--- config.mk ---
export PLATFORM = sky130hd
export DESIGN_NAME = cartridge_bank_controller_unit
export DESIGN_NICKNAME = d
export VERILOG_FILES = /design/src/design/cbc_pkg.sv /design/src/design/cbc_decode.sv /design/src/design/cbc_bank_state.sv /design/src/design/cartridge_bank_controller_unit.sv
export VERILOG_INCLUDE_DIRS = /design/src /design/src/design
export SDC_FILE = /design/constraint.sdc
export NUM_CORES = 1
export LEC_CHECK = 0
export ABC_AREA = 1
export BUFFER_PORTS_ARGS = -buffer_cell sky130_fd_sc_hd__buf_2
export CORE_UTILIZATION = 60
export DETAILED_ROUTE_END_ITERATION = 10
export MAX_ROUTING_LAYER = met4
export PLACE_DENSITY = 0.85
export SLEW_MARGIN = 20
export SYNTH_ARGS = -nofsm -noshare
export SYNTH_HDL_FRONTEND = slang
export SYNTH_HIERARCHICAL = 1
export SYNTH_SLANG_ARGS = --single-unit
--- constraint.sdc ---
create_clock -name clock -period 3.6 [get_ports clock]
set_input_delay 0.36 -clock clock [delete_from_list [all_inputs] [get_ports clock]]
set_output_delay 0.36 -clock clock [all_outputs]
set_load 0.03 [all_outputs]
--- src/design/cartridge_bank_controller_unit_defines.svh ---
// Assertion macros for the cartridge bank controller.
// Uses the including module's clock and reset signals.
`ifndef CARTRIDGE_BANK_CONTROLLER_UNIT_DEFINES_SVH
`define CARTRIDGE_BANK_CONTROLLER_UNIT_DEFINES_SVH
`ifndef ASSERT_OFF
`define CBC_ASSERT(lbl, prop, msg) \
   lbl: assert property (@(posedge clock) disable iff (reset) (prop)) else $error(msg);
`define CBC_ASSERT_NEXT(lbl, ante, cons, msg) \
   lbl: assert property (@(posedge clock) disable iff (reset) (ante) |=> (cons)) \
      else $error(msg);
`else
`define CBC_ASSERT(lbl, prop, msg)
`define CBC_ASSERT_NEXT(lbl, ante, cons, msg)
`endif
`endif

--- src/design/cbc_pkg.sv ---
// Shared types and constants for the cartridge bank controller.
// No dependencies.
package cbc_pkg;

   localparam int ADDR_W = 16;
   localparam int VALUE_W = 8;
   localparam int CTRL_W = 3;
   localparam int RSP_PAD_W = 6;

   localparam logic [CTRL_W-1:0] CTRL_NONE     = 3'd0;
   localparam logic [CTRL_W-1:0] CTRL_TYPE1_ROM = 3'd1;
   localparam logic [CTRL_W-1:0] CTRL_TYPE1_RAM = 3'd2;
   localparam logic [CTRL_W-1:0] CTRL_TYPE3    = 3'd3;
   localparam logic [CTRL_W-1:0] CTRL_TYPE5    = 3'd4;

   typedef struct packed {
      logic       rom_mode;
      logic [6:0] t1_rom_bank;
      logic [7:0] t5_bank_low;
      logic [7:0] t5_bank_high;
   } bank_state_type;

   // first field in the highest bits
   typedef struct packed {
      logic        timer_unsupported;
      logic        ram_enable;
      logic        ram_enable_set;
      logic [3:0]  ram_bank;
      logic        ram_bank_load;
      logic [15:0] rom_bank;
      logic        rom_bank_load;
      logic        claimed;
   } result_type;

endpackage

--- src/design/cbc_decode.sv ---
// Write decoder: turns one CPU write into a result and the next bank state.
// Depends on cbc_pkg.
module cbc_decode (
   input  logic [cbc_pkg::CTRL_W-1:0]  ctrl_type,
   input  cbc_pkg::bank_state_type     state,
   input  logic [cbc_pkg::ADDR_W-1:0]  address,
   input  logic [cbc_pkg::VALUE_W-1:0] value,
   output cbc_pkg::result_type         result,
   output cbc_pkg::bank_state_type     state_next
);

   logic       both;
   logic       hi;
   logic       lo;
   logic       val_zero;
   logic       is_type1;
   logic [6:0] t1_bank;

   assign both = address[14] & address[13];
   assign hi = address[14];
   assign lo = address[13];
   assign val_zero = (value == '0);
   assign is_type1 = (ctrl_type == cbc_pkg::CTRL_TYPE1_ROM) ||
                     (ctrl_type == cbc_pkg::CTRL_TYPE1_RAM);

   always_comb begin
      result = '0;
      state_next = state;
      t1_bank = state.t1_rom_bank;
      if (is_type1 && !address[15]) begin
         result.claimed = 1'b1;
         if (both) begin
            state_next.rom_mode = val_zero;
         end else if (hi) begin
            if (state.rom_mode) begin
               t1_bank = {value[1:0], state.t1_rom_bank[4:0]};
               state_next.t1_rom_bank = t1_bank;
               result.rom_bank_load = 1'b1;
               result.rom_bank = {9'd0, t1_bank};
            end else begin
               result.ram_bank_load = 1'b1;
               result.ram_bank = {2'd0, value[1:0]};
            end
         end else if (lo) begin
            t1_bank = {state.t1_rom_bank[6:5], (val_zero ? 5'd1 : value[4:0])};
            state_next.t1_rom_bank = t1_bank;
            result.rom_bank_load = 1'b1;
            result.rom_bank = {9'd0, t1_bank};
         end else begin
            result.ram_enable_set = 1'b1;
            result.ram_enable = !val_zero;
         end
      end else if (ctrl_type == cbc_pkg::CTRL_TYPE3 && !address[15]) begin
         result.claimed = 1'b1;
         if (both) begin
            result.timer_unsupported = 1'b1;
         end else if (hi) begin
            result.ram_bank_load = 1'b1;
            result.ram_bank = {2'd0, value[1:0]};
         end else if (lo) begin
            result.rom_bank_load = 1'b1;
            result.rom_bank = val_zero ? 16'd1 : {9'd0, value[6:0]};
         end else begin
            result.ram_enable_set = 1'b1;
            result.ram_enable = !val_zero;
         end
      end else if (ctrl_type == cbc_pkg::CTRL_TYPE5 && !address[15] && !both) begin
         result.claimed = 1'b1;
         if (hi) begin
            result.ram_bank_load = 1'b1;
            result.ram_bank = value[3:0];
         end else if (address[13] && address[12]) begin
            state_next.t5_bank_high = value;
            result.rom_bank_load = 1'b1;
            result.rom_bank = {value, state.t5_bank_low};
         end else if (lo) begin
            state_next.t5_bank_low = value;
            result.rom_bank_load = 1'b1;
            result.rom_bank = {state.t5_bank_high, value};
         end else begin
            result.ram_enable_set = 1'b1;
            result.ram_enable = !val_zero;
         end
      end
   end

endmodule

--- src/design/cbc_bank_state.sv ---
// Controller type register and banking state registers.
// Depends on cbc_pkg.
module cbc_bank_state (
   input  logic                       clock,
   input  logic                       reset,
   input  logic                       csr_write,
   input  logic [cbc_pkg::CTRL_W-1:0] csr_data,
   input  logic                       update,
   input  cbc_pkg::bank_state_type    state_next,
   output logic [cbc_pkg::CTRL_W-1:0] ctrl_type,
   output cbc_pkg::bank_state_type    state
);

   logic [cbc_pkg::CTRL_W-1:0] ctrl_type_ff;
   logic [cbc_pkg::CTRL_W-1:0] ctrl_type_in;
   cbc_pkg::bank_state_type    state_ff;
   cbc_pkg::bank_state_type    state_in;

   always_comb begin
      ctrl_type_in = ctrl_type_ff;
      state_in = state_ff;
      priority if (csr_write) begin
         ctrl_type_in = csr_data;
         state_in = '0;
         state_in.rom_mode = (csr_data != cbc_pkg::CTRL_TYPE1_RAM);
      end else if (update) begin
         state_in = state_next;
      end else begin
         state_in = state_ff;
      end
   end

   always_ff @(posedge clock) begin
      if (reset) begin
         ctrl_type_ff <= cbc_pkg::CTRL_NONE;
         state_ff <= '{rom_mode: 1'b1, t1_rom_bank: '0, t5_bank_low: '0, t5_bank_high: '0};
      end else begin
         ctrl_type_ff <= ctrl_type_in;
         state_ff <= state_in;
      end
   end

   assign ctrl_type = ctrl_type_ff;
   assign state = state_ff;

endmodule

--- src/design/cartridge_bank_controller_unit.sv ---
// A request is held in the input registers, then its result in the result registers.
// Throughput: one request per cycle unless rsp_tready stalls; they decouple both sides.
// The decoder and bank state update sit between the input and result registers.
// Reset (synchronous, active high) clears valids, type to none, state to defaults.
// Depends on cbc_pkg, cbc_decode, cbc_bank_state and the defines header.
`include "cartridge_bank_controller_unit_defines.svh"
module cartridge_bank_controller_unit (
   input  logic                       clock,
   input  logic                       reset,
   input  logic                       req_tvalid,
   output logic                       req_tready,
   input  logic [23:0]                req_tdata,  // address[15:0], value[23:16]
   output logic                       rsp_tvalid,
   input  logic                       rsp_tready,
   // claimed, rom_bank_load, rom_bank[17:2], ram_bank_load, ram_bank[22:19],
   // ram_enable_set, ram_enable, timer_unsupported[25], zero pad
   output logic [31:0]                rsp_tdata,
   input  logic                       csr_valid,
   output logic                       csr_ready,
   input  logic [cbc_pkg::CTRL_W-1:0] csr_data
);

   logic                        s1_valid_ff;
   logic                        s1_valid_in;
   logic [cbc_pkg::ADDR_W-1:0]  s1_addr_ff;
   logic [cbc_pkg::VALUE_W-1:0] s1_value_ff;
   logic                        rsp_valid_ff;
   logic                        rsp_valid_in;
   cbc_pkg::result_type         rsp_data_ff;
   logic                        s2_ready;
   logic                        advance;
   logic                        req_take;
   logic [cbc_pkg::CTRL_W-1:0]  ctrl_type;
   cbc_pkg::bank_state_type     state;
   cbc_pkg::bank_state_type     state_next;
   cbc_pkg::result_type         result;

   assign s2_ready = !rsp_valid_ff || rsp_tready;
   assign advance = s1_valid_ff && s2_ready;
   assign req_tready = !s1_valid_ff || s2_ready;
   assign req_take = req_tvalid && req_tready;
   assign csr_ready = 1'b1;

   assign s1_valid_in = req_take ? 1'b1 : (advance ? 1'b0 : s1_valid_ff);
   assign rsp_valid_in = s2_ready ? s1_valid_ff : rsp_valid_ff;

   always_ff @(posedge clock) begin
      if (reset) begin
         s1_valid_ff <= 1'b0;
         rsp_valid_ff <= 1'b0;
      end else begin
         s1_valid_ff <= s1_valid_in;
         rsp_valid_ff <= rsp_valid_in;
      end
   end

   always_ff @(posedge clock) begin
      if (req_take) begin
         s1_addr_ff <= req_tdata[15:0];
         s1_value_ff <= req_tdata[23:16];
      end
      if (advance) begin
         rsp_data_ff <= result;
      end
   end

   cbc_bank_state u_state (
      .clock      (clock),
      .reset      (reset),
      .csr_write  (csr_valid && csr_ready),
      .csr_data   (csr_data),
      .update     (advance),
      .state_next (state_next),
      .ctrl_type  (ctrl_type),
      .state      (state)
   );

   cbc_decode u_decode (
      .ctrl_type  (ctrl_type),
      .state      (state),
      .address    (s1_addr_ff),
      .value      (s1_value_ff),
      .result     (result),
      .state_next (state_next)
   );

   assign rsp_tvalid = rsp_valid_ff;
   assign rsp_tdata = {{cbc_pkg::RSP_PAD_W{1'b0}}, rsp_data_ff};

   `CBC_ASSERT(a_unclaimed_zero, (rsp_tvalid && !rsp_data_ff.claimed) |-> (rsp_tdata == '0), "unclaimed request with nonzero result")
   `CBC_ASSERT(a_strobe_onehot, !rsp_tvalid || $onehot0({rsp_data_ff.rom_bank_load, rsp_data_ff.ram_bank_load, rsp_data_ff.ram_enable_set, rsp_data_ff.timer_unsupported}), "more than one strobe set")
   `CBC_ASSERT(a_stall_blocks_input, (s1_valid_ff && rsp_tvalid && !rsp_tready) |-> !req_tready, "request taken while pipeline stalled")
   `CBC_ASSERT_NEXT(a_csr_restart, csr_valid, (state.t1_rom_bank == '0) && (state.t5_bank_low == '0) && (state.t5_bank_high == '0), "bank state not restarted after type write")

endmodule

* After elaboration in Yosys (flattened, before gate mapping)
Index checks and enable logic that the tools add are counted.
** Cells by class
- Equal/unequal tests :: 5
- Multiplexer cells :: 41
- Bitwise logic cells :: 6
- Reduce and logical (&&, ||, !) cells :: 28
** Operator list (number)
- $mux 17 :: 6
- $mux 24 :: 4
- $mux 25 :: 3
- $mux 16 :: 4
- $mux 8 :: 6
- $mux 7 :: 4
- $mux 5 :: 3
- $reduce_and 5->1 :: 2
- $mux 3 :: 3
- $logic_not 8->1 :: 1
- $mux 2 :: 4
- $reduce_bool 2->1 :: 4
- $logic_and 1x1->1 :: 7
- $reduce_and 7->1 :: 1
- $eq 3x2->1 const B :: 2
- $reduce_and 6->1 :: 1
- $reduce_or 2->1 :: 3
- $logic_not 1->1 :: 5
- $not 1->1 :: 5
- $mux 1 :: 4
- $eq 3x1->1 const B :: 1
- $eq 3x3->1 const B :: 1
- $logic_or 1x1->1 :: 3
- $ne 3x2->1 const B :: 1
- other kinds (2) :: 2
** Storage, ports and cells
- Register bits :: 79
- Bits of input ports :: 32
- Output and inout port bits :: 35

* Depth between registers and ports, before layout
- Depth after elaboration :: 8
- Depth in mapped cells :: 12
- Depth with buffers taken out :: 11

* Modules after synthesis
Netlist, hierarchy kept.
** Modules (own cells, without submodules)
- cartridge_bank_controller_unit :: instances 1, cells each 71, area each 1652.8 um2, sequential area each 1541.5 um2
- cbc_bank_state :: instances 1, cells each 126, area each 1073.5 um2, sequential area each 540.5 um2
- cbc_decode :: instances 1, cells each 213, area each 984.7 um2, sequential area each 0.0 um2

* Least setup slack after synthesis
Ideal clock, no wire load.
- Path kind :: register to register
- From :: register rsp_valid_ff (netlist: rsp_tvalid)
- To :: register u_state.state_ff (netlist bit u_state/state[0])
- Library setup time :: 66 ps
- Data arrival time :: 2483 ps
- Data required time :: 3534 ps
- Path slack :: 1051 ps
- Stages on the path, launching flop included :: 6
- Buffers on the path :: 2
- Clock period less this slack :: 2549 ps
- Path through :: dfxtp_1 > a21oi_1 > buf_6 > buf_2 > nand2_1 > a21oi_2
** Between the ends
- Cells in the longest elaborated chain, start to end :: 4
** RTL lines
- from (decl) :: RTL line cartridge_bank_controller_unit.sv:27 : logic rsp_valid_ff;
- from (signal assigned) :: RTL line cartridge_bank_controller_unit.sv:53 : rsp_valid_ff <= rsp_valid_in;
- $logic_not 1->1 :: RTL line cartridge_bank_controller_unit.sv:38 : assign s2_ready = !rsp_valid_ff || rsp_tready;
- $logic_or 1x1->1 :: RTL line cartridge_bank_controller_unit.sv:38
- $logic_and 1x1->1 :: RTL line cartridge_bank_controller_unit.sv:39 : assign advance = s1_valid_ff && s2_ready;
- via advance :: RTL line cartridge_bank_controller_unit.sv:31 : logic advance;
- $reduce_and 6->1 (no line)
- to (signal assigned) :: RTL line cbc_bank_state.sv:36 : state_ff <= '{rom_mode: 1'b1, t1_rom_bank: '0, t5_bank_low: '0, t5_bank_high: '0};
- to (signal assigned) :: RTL line cbc_bank_state.sv:39 : state_ff <= state_in;
- to (decl) :: RTL line cbc_bank_state.sv:16 : cbc_pkg::bank_state_type state_ff;
The timed path passes the listed nets, and every way through them passes these cells.
A chain may end at the register's enable or synchronous reset.

* Final worst setup path
- From :: register s1_addr_ff[14] (netlist bit)
- To :: register u_state.state_ff (netlist bit u_state/state[15])
** Between the ends
- Cells in the longest elaborated chain, start to end :: 4
** RTL lines
- from (decl) :: RTL line cartridge_bank_controller_unit.sv:25 : logic [cbc_pkg::ADDR_W-1:0] s1_addr_ff;
- from (signal assigned) :: RTL line cartridge_bank_controller_unit.sv:59 : s1_addr_ff <= req_tdata[15:0];
- $and 1x1->1 :: RTL line cbc_decode.sv:19 : assign both = address[14] & address[13];
- $logic_not 1->1 :: RTL line cbc_decode.sv:67 : end else if (ctrl_type == cbc_pkg::CTRL_TYPE5 && !address[15] && !both) begin
- $logic_and 1x1->1 :: RTL line cbc_decode.sv:67
- $reduce_and 7->1 (no line) *
Mark *: on every way between the ends. The rest lies on a longest branch, timed or not.

==> results.json <==
{
  "outcome": "complete, no violations",
  "worstPathRequired_ns": 3.87,
  "final_common_cell": "nand2_1",
  "drtPass1Iterations": 5,
  "drt_iter0_markers": 218,
  "vias": 2760,
  "relSlewSlack_pct": 57.42,
  "rsz0062_at_grt": "false",
  "r2r_cells": 7,
  "tritoncts": "done",
  "drcViolationCount": 0,
  "synthesis.area_um2": 3351,
  "drt_wl_total_um": 6644,
  "setup.worst_path.start_class": "register",
  "diodes": 0,
  "setup_tns_ns": 0,
  "postCtsSetupBuffers": 0,
  "hold_viol": 0,
  "cp_data_arrival_time_ns": 2.41,
  "end_kind": "register",
  "fp.coreArea_um2": 5238,
  "peakVddDrop_mv": 0.4117,
  "first_global_vias": 2380,
  "final_max_slew_viol_count": 0,
  "nNetsFinal": 474,
  "crit_fanout": 18,
  "grt_max_degree": 52,
  "fin_hold_ws_ns": 0.1891,
  "power_leakage_uw": 0.001514,
  "fin_ws_ns": 1.469,
  "grt.total_usage_pct": 24.73,
  "die_w_um": 76.73,
  "clock-root-buffer": "clkbuf_8",
  "synthToLayoutAreaGrowth_pct": 11.69,
  "drive_above_1_share_pct": 24.38,
  "dp_hpwl_um": 4367,
  "ys.warnings.count": 6,
  "grt_pass1_wl_um": 10820,
  "syn_avg_cell_area_um2": 8.419,
  "htreeDepth": 3,
  "postSynthCellCount": 398,
  "globalRouteOverflowTotal": 0,
  "cts.path.max_buffers": 2,
  "dieHeight_um": 76.73,
  "gp_congestion": 0.9157,
  "io_buffers": 47,
  "detail-route-antenna-nets": 0,
  "cpMaxStageDelayCell": "edfxtp_1",
  "hp-class": "primary input to register",
  "worstSetupPathType": "register to register",
  "min_path_cells": 1,
  "powerDensity_nw_per_um2": 426.4,
  "antenna_found_initial": 0,
  "pre_cts_ws_ns": 1.525,
  "fin_util_pct": 71.45,
  "cts_resized": 0,
  "cpPeakStageDelay_ns": 0.61,
  "final-setup-viol-count": 0,
  "maxCapViolations": 0,
  "routed_via_density": 5.338,
  "rows": 26,
  "insertion_delay_ns": 0.34,
  "cts_buffers": 9,
  "fin_crit_sh_pct": 59.21,
  "fin_crit_ns": 2.131,
  "clkSlewWorstSetupHoldPaths_ns": 0.07,
  "wl_per_cell_um": 12.85,
  "cts.sinks": 67,
  "dieArea_um2": 5887,
  "ios": 67,
  "path_cells": "nand2_2, nand3_2, nor2_2, inv_2, o21ai_0, nand2_1, a21oi_2",
  "initial_utilization_pct": 63.98,
  "worst_pin_slew_ns": 0.6377,
  "clock.fmax_ghz": 0.4692,
  "cts_hold_buf": 0,
  "mostFrequentLayoutCells": "nand2_1 (128), buf_2 (47), inv_1 (39), edfxtp_1 (38), nor2_1 (32)",
  "skew_ns": 0.006331
}
## metal layers
metal	GRT usage (%)	share of wire [%]	routed length [um]
met5	-	0	0
met1	31.42	44	2920
met3	5.952	8.5	563
met4	10.58	1.5	100
met2	37.77	46	3060
## cell type report
class,count,area (um^2)
repair buffers,48,242.7
multi-input cells,272,1331
fillers,423,1495
clock buffers,11,141.4
clock inverters,5,52.55
inverters,44,165.2
flip-flops and latches,67,1722
well taps,70,87.58
## power by group
part           switching, uW  total, uW  leakage, uW  internal, uW
Clock                    273        608    0.0000991           335
Combinational            107        139     0.000793          32.4
Sequential              17.5        848     0.000622           831
## metrics by stage
step                      instance area, um^2  instances  total power (uW)
after global placement                   3548        501             999.5
after floorplan                          3369        403             973.9
after global routing                     3742        517              1651
after detailed placement                 3548        501              1002
final                                    3742        517              1596
after CTS                                3742        517              1604
## final timing paths
path	from	endpoint	slack, ns
setup / recovery	s1_addr_ff[14]	u_state/state[15]	1.47
hold reg to reg	u_state/state[19]	u_state/state[19]	0.48
hold / removal	req_tdata[21]	s1_value_ff[5]	0.19
setup reg to reg	s1_addr_ff[14]	u_state/state[15]	1.47
## sequential cells by signal, indices dropped and copies added (netlist names)
signal             flops
s1_valid_ff            1
rsp_tvalid             1
u_state/state         24
s1_addr_ff             4
u_state/ctrl_type      3
s1_value_ff            8
rsp_tdata             26
## worst max-delay path, delay by kind of cell (launching register included)
| kind | cells | cell delay, ns |
|---|---|---|
| compound gates | 2 | 0.39 |
| buf+inv | 1 | 0.28 |
| flops | 1 | 0.61 |
| simple gates | 4 | 0.79 |
Power figures use the tool's default switching activity.
